**config.mk**
```make
export PLATFORM = sky130hd
export DESIGN_NAME = jpeg_frame_header_scanner_top
export DESIGN_NICKNAME = d
export VERILOG_FILES = /design/src/rtl/core/jfhs_pkg.sv /design/src/rtl/core/jfhs_step.sv /design/src/rtl/core/jpeg_frame_header_scanner_top.sv
export SDC_FILE = /design/constraint.sdc
export NUM_CORES = 1
export LEC_CHECK = 0
export BUFFER_PORTS_ARGS = -buffer_cell sky130_fd_sc_hd__buf_4
export CAP_MARGIN = 30
export CORE_MARGIN = 5
export CORE_UTILIZATION = 64
export DETAILED_ROUTE_END_ITERATION = 8
export PLACE_DENSITY = 0.86
export SLEW_MARGIN = 10
export SYNTH_ARGS = -nofsm -noshare
export SYNTH_HDL_FRONTEND = slang
export SYNTH_SLANG_ARGS = --single-unit
```
**constraint.sdc**
```tcl
create_clock -name clk -period 7.1 [get_ports clk]
set_clock_uncertainty 0.05 [all_clocks]
set_input_delay 0.71 -clock clk [delete_from_list [all_inputs] [get_ports clk]]
set_output_delay 0.71 -clock clk [all_outputs]
set_load 0.05 [all_outputs]
```
**src/rtl/core/jfhs_pkg.sv**
```systemverilog
// Shared types, codes and constants of the JPEG frame header scanner.
package jfhs_pkg;

	// Position within the marker segment walk.
	typedef enum logic [3:0] {
		PH_PREFIX,
		PH_TYPE,
		PH_LEN_HI,
		PH_LEN_LO,
		PH_SKIP,
		PH_PREC,
		PH_H_HI,
		PH_H_LO,
		PH_W_HI,
		PH_W_LO,
		PH_COMP,
		PH_FOUND,
		PH_FAILED
	} phase_t;

	// Parse status codes as seen on the result channel.
	localparam logic [1:0] STATUS_SCANNING = 2'd0;
	localparam logic [1:0] STATUS_FOUND    = 2'd1;
	localparam logic [1:0] STATUS_FAILED   = 2'd2;

	// Marker bytes.
	localparam logic [7:0] MARKER_PREFIX = 8'hFF;
	localparam logic [7:0] MARKER_SOF0   = 8'hC0;
	localparam logic [7:0] MARKER_SOF1   = 8'hC1;
	localparam logic [7:0] MARKER_SOF2   = 8'hC2;
	localparam logic [7:0] MARKER_SOF9   = 8'hC9;
	localparam logic [7:0] MARKER_SOF10  = 8'hCA;

	// Segment length of the length field alone; only longer segments carry payload bytes.
	localparam logic [15:0] LENGTH_FIELD_BYTES = 16'd2;

	typedef struct packed {
		phase_t      phase;
		logic        frame_marker_seen;
		logic [7:0]  length_high;
		logic [15:0] skip_remaining;
		logic [15:0] height;
		logic [15:0] width;
		logic [7:0]  components;
	} scan_state_t;

	typedef struct packed {
		logic [1:0]  parse_status;
		logic        header_valid;
		logic [15:0] image_width;
		logic [15:0] image_height;
		logic [7:0]  channel_count;
	} scan_result_t;

	localparam scan_state_t SCAN_STATE_RESET = '{
		phase:             PH_PREFIX,
		frame_marker_seen: 1'b0,
		length_high:       8'd0,
		skip_remaining:    16'd0,
		height:            16'd0,
		width:             16'd0,
		components:        8'd0
	};

	function automatic logic is_frame_type(input logic [7:0] t);
		return (t == MARKER_SOF0) || (t == MARKER_SOF1) || (t == MARKER_SOF2) ||
			(t == MARKER_SOF9) || (t == MARKER_SOF10);
	endfunction

endpackage

```
**src/rtl/core/jfhs_step.sv**
```systemverilog
// Next-state and result logic of the scanner for one stream byte.
module jfhs_step
	import jfhs_pkg::*;
(
	input  scan_state_t  cur,
	input  logic [7:0]   data_byte,
	input  logic         restart,
	output scan_state_t  nxt,
	output scan_result_t res
);

	scan_state_t base;
	logic [15:0] seg_len;
	logic [15:0] skip_dec;
	logic        all_nonzero;

	always_comb begin
		// A restart clears the state before the byte is examined.
		base = restart ? SCAN_STATE_RESET : cur;
		seg_len = {base.length_high, data_byte};
		skip_dec = base.skip_remaining - 16'd1;
		nxt = base;
		case (base.phase)
			PH_PREFIX: begin
				nxt.phase = (data_byte == MARKER_PREFIX) ? PH_TYPE : PH_FAILED;
			end
			PH_TYPE: begin
				nxt.frame_marker_seen = is_frame_type(data_byte);
				nxt.phase = PH_LEN_HI;
			end
			PH_LEN_HI: begin
				if (data_byte == MARKER_PREFIX) begin
					// Missing length: the byte doubles as the next prefix or,
					// in a frame segment, as the precision byte.
					nxt.phase = base.frame_marker_seen ? PH_H_HI : PH_TYPE;
				end else begin
					nxt.length_high = data_byte;
					nxt.phase = PH_LEN_LO;
				end
			end
			PH_LEN_LO: begin
				if (base.frame_marker_seen) begin
					nxt.phase = PH_PREC;
				end else if (seg_len > LENGTH_FIELD_BYTES) begin
					nxt.skip_remaining = seg_len - LENGTH_FIELD_BYTES;
					nxt.phase = PH_SKIP;
				end else begin
					nxt.phase = PH_PREFIX;
				end
			end
			PH_SKIP: begin
				nxt.skip_remaining = skip_dec;
				if (skip_dec == 16'd0) begin
					nxt.phase = PH_PREFIX;
				end
			end
			PH_PREC: begin
				nxt.phase = PH_H_HI;
			end
			PH_H_HI: begin
				nxt.height = {data_byte, 8'd0};
				nxt.phase = PH_H_LO;
			end
			PH_H_LO: begin
				nxt.height = {base.height[15:8], data_byte};
				nxt.phase = PH_W_HI;
			end
			PH_W_HI: begin
				nxt.width = {data_byte, 8'd0};
				nxt.phase = PH_W_LO;
			end
			PH_W_LO: begin
				nxt.width = {base.width[15:8], data_byte};
				nxt.phase = PH_COMP;
			end
			PH_COMP: begin
				nxt.components = data_byte;
				nxt.phase = PH_FOUND;
			end
			PH_FOUND, PH_FAILED: begin
				nxt.phase = base.phase;
			end
			default: begin
				nxt.phase = PH_FAILED;
			end
		endcase

		all_nonzero = (nxt.width != 16'd0) && (nxt.height != 16'd0) &&
			(nxt.components != 8'd0);
		res.header_valid = (nxt.phase == PH_FOUND) && all_nonzero;
		if (nxt.phase == PH_FOUND) begin
			res.parse_status = STATUS_FOUND;
		end else if (nxt.phase == PH_FAILED) begin
			res.parse_status = STATUS_FAILED;
		end else begin
			res.parse_status = STATUS_SCANNING;
		end
		res.image_width   = res.header_valid ? nxt.width : 16'd0;
		res.image_height  = res.header_valid ? nxt.height : 16'd0;
		res.channel_count = res.header_valid ? nxt.components : 8'd0;
	end

endmodule

```
**src/rtl/core/jpeg_frame_header_scanner_top.sv**
```systemverilog
// Top level of the JPEG frame header scanner: input register, scan state and result register.
//
// The block takes a JPEG byte stream on the byte channel, one word per byte,
// with restart set on the first byte of each new image. For every accepted
// word it returns exactly one word on the result channel: the parse status
// after that byte, and the frame width, height and component count once a
// start-of-frame segment has been read with all three values non-zero.
//
// Both channels use valid and stall. A byte word is captured in an input
// register at the edge it is accepted; once the result register is free or
// being emptied, the scan state is advanced and the result word lands in the
// output register, from where the receiver takes it.
// One byte is taken every cycle while the result side keeps up; the whole
// decision for a byte is one pass through the step logic between those two
// registers.
//
// When the receiver stalls, the result register holds its word and the input
// register still takes one more byte, after which the byte channel stalls
// until the result is taken. Reset returns the scanner to expecting a marker
// prefix and empties both registers; no word is pending afterwards.
module jpeg_frame_header_scanner_top
	import jfhs_pkg::*;
(
	input  logic        clk,
	input  logic        arst_n,
	input  logic        byte_valid,
	output logic        byte_stall,
	input  logic [7:0]  data_byte,
	input  logic        restart,
	output logic        result_valid,
	input  logic        result_stall,
	output logic [1:0]  parse_status,
	output logic        header_valid,
	output logic [15:0] image_width,
	output logic [15:0] image_height,
	output logic [7:0]  channel_count
);

	logic         valid_s1;
	logic [7:0]   data_s1;
	logic         restart_s1;
	scan_state_t  state_q;
	scan_state_t  state_nxt;
	scan_result_t step_res;
	scan_result_t result_q;
	logic         result_valid_q;
	logic         advance;

	// The held byte moves on whenever the result register is free or being emptied.
	assign advance    = valid_s1 && (!result_valid_q || !result_stall);
	assign byte_stall = valid_s1 && result_valid_q && result_stall;

	always_ff @(posedge clk or negedge arst_n) begin
		if (!arst_n) begin
			valid_s1 <= 1'b0;
		end else if (byte_valid && !byte_stall) begin
			valid_s1 <= 1'b1;
		end else if (advance) begin
			valid_s1 <= 1'b0;
		end
	end

	always_ff @(posedge clk) begin
		if (byte_valid && !byte_stall) begin
			data_s1    <= data_byte;
			restart_s1 <= restart;
		end
	end

	jfhs_step u_step (
		.cur       (state_q),
		.data_byte (data_s1),
		.restart   (restart_s1),
		.nxt       (state_nxt),
		.res       (step_res)
	);

	// The scan state advances only when its result has a place to go.
	always_ff @(posedge clk or negedge arst_n) begin
		if (!arst_n) begin
			state_q <= SCAN_STATE_RESET;
		end else if (advance) begin
			state_q <= state_nxt;
		end
	end

	always_ff @(posedge clk or negedge arst_n) begin
		if (!arst_n) begin
			result_valid_q <= 1'b0;
		end else if (advance) begin
			result_valid_q <= 1'b1;
		end else if (!result_stall) begin
			result_valid_q <= 1'b0;
		end
	end

	always_ff @(posedge clk) begin
		if (advance) begin
			result_q <= step_res;
		end
	end

	assign result_valid  = result_valid_q;
	assign parse_status  = result_q.parse_status;
	assign header_valid  = result_q.header_valid;
	assign image_width   = result_q.image_width;
	assign image_height  = result_q.image_height;
	assign channel_count = result_q.channel_count;

endmodule

```
==> results.rst, run 1 <==
.. list-table::
   :header-rows: 1

   * - Metric
     - Value
   * - Total Negative Setup Slacks
     - 0 ns
   * - Unrepaired setup endpoints after global routing
     - no
   * - Routed len/inst
     - 20.9 microns
   * - Number of search-and-repair iterations in the first detailed-routing pass
     - 8
   * - #FFs+latches synth
     - 123
   * - Placed wire-length estimate after detailed placement
     - 10,600 microns
   * - Clock share of power
     - 31.0%
   * - Switching share of power
     - 37.5%
   * - Period utilization
     - 45.7%
   * - Cts hold-fix bufs
     - 0
   * - Final critical path time including I/O delays and setup
     - 3.24 ns
   * - # nets final
     - 698
   * - Share of flip-flops with an asynchronous set or reset after synthesis
     - 57.7%
   * - Root buffer cell
     - clkbuf_8
   * - Largest area contributor in the synthesized netlist
     - dfrtp_1
   * - H-tree levels
     - 4
   * - Standard cell with the maximum stage delay on the critical path
     - inv_1
   * - Number of antenna violations at the first check in global routing
     - 0
   * - Wire length of the first global-routing pass
     - 28,300 microns
   * - Count leader, synth
     - nor2_1
   * - Remaining global-route overflow
     - 0
   * - Type of the worst setup path
     - register to register
   * - Count of pins over their slew limit
     - 0
   * - Maximum number of buffers from clock root to sink
     - 2
   * - Switching power total
     - 0.993 mW
   * - Vias in the first global route
     - 5,567
   * - Post_cts resized
     - 0
   * - Count of buffers added by post-CTS timing repair for setup
     - 0
   * - Layout cells sized above 1
     - 15.3%
   * - Number of enable-type register cells in the synthesized netlist
     - 52
   * - Final Wtd Congestion
     - 0.937
   * - Path class of the lowest-slack min-delay path
     - input pin to async pin
   * - Largest net degree at the start of global routing
     - 72
   * - Worst voltage drop across the vdd grid
     - 0.263 mV
   * - Number of violations reported at the end of detailed-routing iteration 0
     - 881
   * - Internal
     - 1.65 mW
   * - Register share of total power
     - 38.2%
   * - Kind of cell with the highest combined delay on the critical path
     - buffers and inverters
   * - IO buf count
     - 57
   * - Inserted Clock Buffers
     - 17
   * - Transition at the pin with the smallest max-transition slack
     - 0.991 ns
   * - Cell occurring most often along the worst timing path
     - buf_4
   * - Residual antenna-violating net count after detailed routing
     - 0
   * - Mapped cell area
     - 6480 sq um
   * - Count of filler cells inserted in the layout
     - 644
   * - Clock transition at the register clock pins on the worst setup and hold paths after CTS
     - 0.06 ns
   * - Slew Limit Headroom
     - 33.9%
   * - Post-synth top area share
     - 27.4%
   * - Ys flop type
     - dfrtp_1
   * - Peak fanout along the critical path
     - 50
   * - Final count of negative-setup-slack endpoints
     - 0
   * - Area of the die
     - 12,200 sq um
   * - Mean instance size in the synthesized netlist
     - 9.97 sq um
   * - Final routed DRC violation total
     - 0
   * - Row Count
     - 36
   * - Post-place instance area
     - 6870 sq um
   * - Max-cap violation count
     - 0
   * - Required time at the worst-slack endpoint
     - 7.31 ns
   * - Sequential element share of the synthesized area
     - 51.5%
   * - I/O Pins
     - 58
   * - Horizontal die dimension
     - 111 microns
   * - Total vias in the final route
     - 5,765
   * - Max stage delay on crit path
     - 0.46 ns
   * - Top post-synthesis cells by count
     - nor2_1 (75), dfrtp_1 (71), a22o_1 (53)
   * - TritonCTS clock tree
     - done
   * - Die H
     - 111 microns
   * - Global-route usage over all layers
     - 28.5%
   * - Cell chain of the critical path
     - buf_4 -> inv_1 -> buf_4 -> and2_1 -> a221oi_1 -> a31oi_1 -> nand3_1 -> buf_4 -> nor2_1
   * - Pleak
     - 3.04 nW
   * - Worst Setup End Kind
     - register
   * - Layout overhead on the synthesized area
     - 15.4%
   * - Crit path arrival time
     - 3.46 ns
   * - Status
     - complete, no violations
   * - Power per unit of standard cell area
     - 354 nW/um^2
   * - DRT Wirelength
     - 17,300 microns
   * - Post-synth cell types
     - 65
   * - Achievable Freq
     - 0.308 GHz
   * - Synthesized netlist cell count
     - 650
   * - Starting density of the core
     - 66.0%
   * - Detail-routed via count per cell
     - 6.96
   * - Synthesized netlist net count
     - 666
   * - Comb power frac
     - 30.7%
   * - Area of all placed cells without fillers
     - 7480 sq um
   * - Synth area leaders
     - dfrtp_1 (27%), edfxtp_1 (24%), a22o_1 (7.2%)
   * - Worst-skew pair later-pin latency
     - 0.54 ns
   * - Core area
     - 9820 sq um
   * - Final count of hold timing violations
     - 0
   * - Clk sink count
     - 123
   * - Synthesis warning total
     - 0
   * - Critical path launch point type
     - register
   * - Buf+Inv Stages, Crit Path
     - 4
   * - Count of inserted antenna diode cells
     - 0
-- layer usage --
layer	track usage [%]	wire, microns	vias up
met5	0	0	-
met4	14.4	678	0
met3	7.82	1830	77
met2	44.2	8190	447
met1	37.0	6580	2703
li1	-	-	2538
-- state kept, by name (all words and copies together), names as in the netlist --
signal and cells:
channel_count 8, data_s1 8, header_valid 1, image_height 16
image_width 16, parse_status 2, restart_s1 1, result_valid 1
state_q 69, valid_s1 1
-- final timing paths --
path,startpoint,end,slack [ns],cells after the start
worst max-delay path,restart_s1,image_width[10],3.86,9
max in group asynchronous,arst_n,state_q[35],6.45,2
worst min register to register,state_q[16],state_q[16],0.44,2
min in group clk,data_byte[7],data_s1[7],0.30,1
worst max register to register,restart_s1,image_width[10],3.86,9
worst min-delay path,arst_n,state_q[53],0.006,1
-- power by group through the flow --
stage / Combinational [mW] / Sequential (mW) / Clock (mW)
2_1_floorplan: 0.632 / 0.973 / 0
4_1_cts: 0.785 / 1.00 / 0.821
5_1_grt: 0.884 / 1.02 / 0.861
3_3_place_gp: 0.754 / 1.01 / 0
6_report: 0.814 / 1.01 / 0.821
3_5_place_dp: 0.774 / 1.01 / 0
-- through the flow --
stage          hold slack (ns)  setup slack [ns]  std cells  power [mW]  utilization (%)
2_1_floorplan            0.364              3.90        650        1.60                -
3_3_place_gp             0.409              4.11        793        1.76             70.0
3_5_place_dp             0.416              3.98        793        1.78             70.0
4_1_cts                  0.291              3.95        825        2.61             75.8
5_1_grt                 0.0166              3.67        828        2.77             76.2
6_report               0.00585              3.86        828        2.65             76.2
-- cell type report --
class	instances	area (sq um)	share of cell area [%]
inverters	19	71.3	0.954
well taps	133	166	2.23
flip-flops and latches	123	3340	44.6
repair buffers	65	505	6.76
multi-input cells	456	2830	37.8
clock buffers	20	455	6.09
clock inverters	12	113	1.51
-- cells in the final DEF, fill, tap and decap left out, types with 4 or more instances in the layout --
cell	n
nand3_1	31
xor2_1	4
a22o_1	53
or4_1	4
clkbuf_16	16
nand4_1	9
nor2b_1	7
and3_1	4
o211ai_1	4
nor2_1	75
clkbuf_8	4
a21boi_0	5
inv_1	18
o21ai_0	22
and2_1	7
nand2_1	36
a21oi_1	30
dfrtp_1	71
nand2b_1	9
nor3_1	24
a22oi_1	17
buf_4	63
xnor2_1	11
o22ai_1	9
nor4_1	12
edfxtp_1	52
a21o_1	5
o21ai_1	4
a31oi_1	19
-- cells by family (layout without fill, tap and decap cells) --
kind of cell	Yosys count	count (layout)	synth area share, %
xor gates and xnor gates	15	15	2.03
muxes	4	4	0.656
buffers and inverters	71	116	4.86
adders and majority gates	3	3	0.579
DFF	123	123	51.5
and+or+nand+nor	232	232	18.1
AOI/OAI and AO/OA	202	202	22.3
No activity file was read; power rests on OpenSTA's default activity.
==> run 2, diff against run 1 <==
CORE_UTILIZATION = 54   (was 64)
PLACE_DENSITY = 0.77   (was 0.86)
clock period = 2.88 ns   (was 7.1 ns; I/O delays follow)
==> run 2 against run 1 <==
Sequential power up 140%; first-iteration DRC count fell by 34%; wire length is 3.8% higher; total power rose to 2.6 times the previous value; fmax increased by 23%; non-clock buffer count up 35; flip-flop and latch count did not move; sequential share of layout area decreased by 2.1 points; setup slack worse by 3.6 ns; clock power increased to 2.7 times the previous value; critical path depth is 3 lower; via count grew 0.33%; critical endpoint is now state_q[67]; largest cell class unchanged; highest routed layer unchanged.
==> results.rst, run 2 (synthesized netlist as in run 1, its figures left out) <==
.. list-table::
   :header-rows: 1

   * - Metric
     - Value
   * - Status
     - complete, no violations
   * - Layout cells sized above 1
     - 17.9%
   * - Count of filler cells inserted in the layout
     - 907
   * - Largest register by flop count
     - state_q
   * - Detail-routed via count per cell
     - 6.60
   * - Critical path launch point type
     - register
   * - Clock transition at the register clock pins on the worst setup and hold paths after CTS
     - 0.06 ns
   * - Core area
     - 11,900 sq um
   * - # nets final
     - 733
   * - Maximum number of buffers from clock root to sink
     - 2
   * - Crit path arrival time
     - 2.88 ns
   * - Number of search-and-repair iterations in the first detailed-routing pass
     - 5
   * - Reg area
     - 3340 sq um
   * - Starting density of the core
     - 54.4%
   * - Peak fanout along the critical path
     - 7
   * - Total power
     - 6.82 mW
   * - Root buffer cell
     - clkbuf_16
   * - Final count of hold timing violations
     - 0
   * - Type of the worst setup path
     - register to register
   * - DRT Wirelength
     - 17,900 microns
   * - Clk sink count
     - 123
   * - Global-route usage over all layers
     - 26.0%
   * - Setup Slack @ Placement
     - 0.396 ns
   * - I/O Pins
     - 58
   * - Total vias in the final route
     - 5,784
   * - Pleak
     - 3.23 nW
   * - Inserted Clock Buffers
     - 17
   * - Remaining global-route overflow
     - 0
   * - Max FFs per register
     - 69
   * - Commonest cells after routing, fill and taps aside
     - buf_4 (88), nor2_1 (75), dfrtp_1 (71), a22o_1 (53), edfxtp_1 (52)
   * - Count of pins over their slew limit
     - 0
   * - Worst-skew pair later-pin latency
     - 0.43 ns
   * - Vias in the first global route
     - 5,610
   * - Count of inserted antenna diode cells
     - 0
   * - H-tree levels
     - 4
   * - Post_cts resized
     - 0
   * - Layout overhead on the synthesized area
     - 21.0%
   * - Residual antenna-violating net count after detailed routing
     - 0
   * - Worst voltage drop across the vdd grid
     - 0.477 mV
   * - Unrepaired setup endpoints after global routing
     - no
   * - Required time at the worst-slack endpoint
     - 3.12 ns
   * - Final routed DRC violation total
     - 0
   * - Total Negative Setup Slacks
     - 0 ns
   * - Wire length of the first global-routing pass
     - 29,200 microns
   * - Path class of the lowest-slack min-delay path
     - input pin to register
   * - Placed wire-length estimate after detailed placement
     - 11,600 microns
   * - IO buf count
     - 57
   * - Final count of negative-setup-slack endpoints
     - 0
   * - Largest net degree at the start of global routing
     - 72
   * - Number of antenna violations at the first check in global routing
     - 0
   * - Worst Setup End Kind
     - register
   * - Routed len/inst
     - 20.5 microns
   * - Slew Limit Headroom
     - 45.7%
   * - Row Count
     - 40
   * - Post-layout worst setup margin
     - 0.235 ns
   * - Transition at the pin with the smallest max-transition slack
     - 0.808 ns
   * - Most common library cell in the layout ignoring fill and taps
     - buf_4
   * - Multi-input gate area
     - 2830 sq um
   * - Horizontal die dimension
     - 120 microns
   * - Fin util
     - 65.9%
   * - Area of the die
     - 14,300 sq um
   * - Period utilization
     - 91.9%
   * - Die H
     - 120 microns
   * - Number of violations reported at the end of detailed-routing iteration 0
     - 585
   * - TritonCTS clock tree
     - done
   * - Final critical path time including I/O delays and setup
     - 2.65 ns
   * - Count of buffers added by post-CTS timing repair for setup
     - 0
   * - Achievable Freq
     - 0.378 GHz
   * - Power per unit of standard cell area
     - 869 nW/um^2
   * - Max-cap violation count
     - 0
   * - Final Wtd Congestion
     - 0.961
run 2: final cells by class:
cell class	count	share of cell area, %
inverter	19	0.909
clock buffer	19	5.77
multi-input combinational	456	36.1
sequential	123	42.5
tap	147	2.34
timing repair buffer	100	10.3
clock inverter	13	2.07
run 2: per-layer routing:
metal	up-vias	GRT usage, %	share of wire [%]
met5	-	0	0
met4	0	11.5	3.2
met3	63	7.26	8.6
met2	333	41.5	48
met1	2795	33.2	40
li1	2593	-	-
run 2: power by group:
group | internal, mW | switching, mW
sequential | 2.08 | 0.317
combinational | 0.868 | 1.33
clock | 1.41 | 0.818
total | 4.35 | 2.47
run 2: critical path: stages (launching register included):
cell and delay, ns:
dfrtp_1 0.45, nor4_1 0.74, nand4_1 0.34, xnor2_1 0.24
nand4_1 0.14, nor4_1 0.41, o21ai_0 0.14
run 2: timing repair:
| item | in CTS | in global routing |
|---|---|---|
| hold buffers | 10 | 0 |
| setup endpoints to repair | 0 | 0 |
| endpoints found under the hold margin | 80 | 0 |
run 2: final timing paths:
| kind | startpoint | end | slack, ns | cells past startpoint |
|---|---|---|---|---|
| setup / recovery | state_q[47] | state_q[67] | 0.23 | 6 |
| max in group asynchronous | arst_n | state_q[34] | 1.99 | 3 |
| hold / removal | byte_valid | valid_s1 | 0.02 | 2 |
| hold reg to reg | state_q[16] | state_q[16] | 0.43 | 2 |
| min in group asynchronous | arst_n | state_q[62] | 0.23 | 2 |
| setup reg to reg | state_q[47] | state_q[67] | 0.23 | 6 |
run 2: per-stage QoR:
stage	instances	cell area (sq um)	hold slack, ns
after floorplan	650	6480	-0.0576
after global placement	834	7100	0.409
after detailed placement	834	7100	0.417
after CTS	876	7820	0.0122
after global routing	877	7850	0.0233
final	877	7850	0.0199
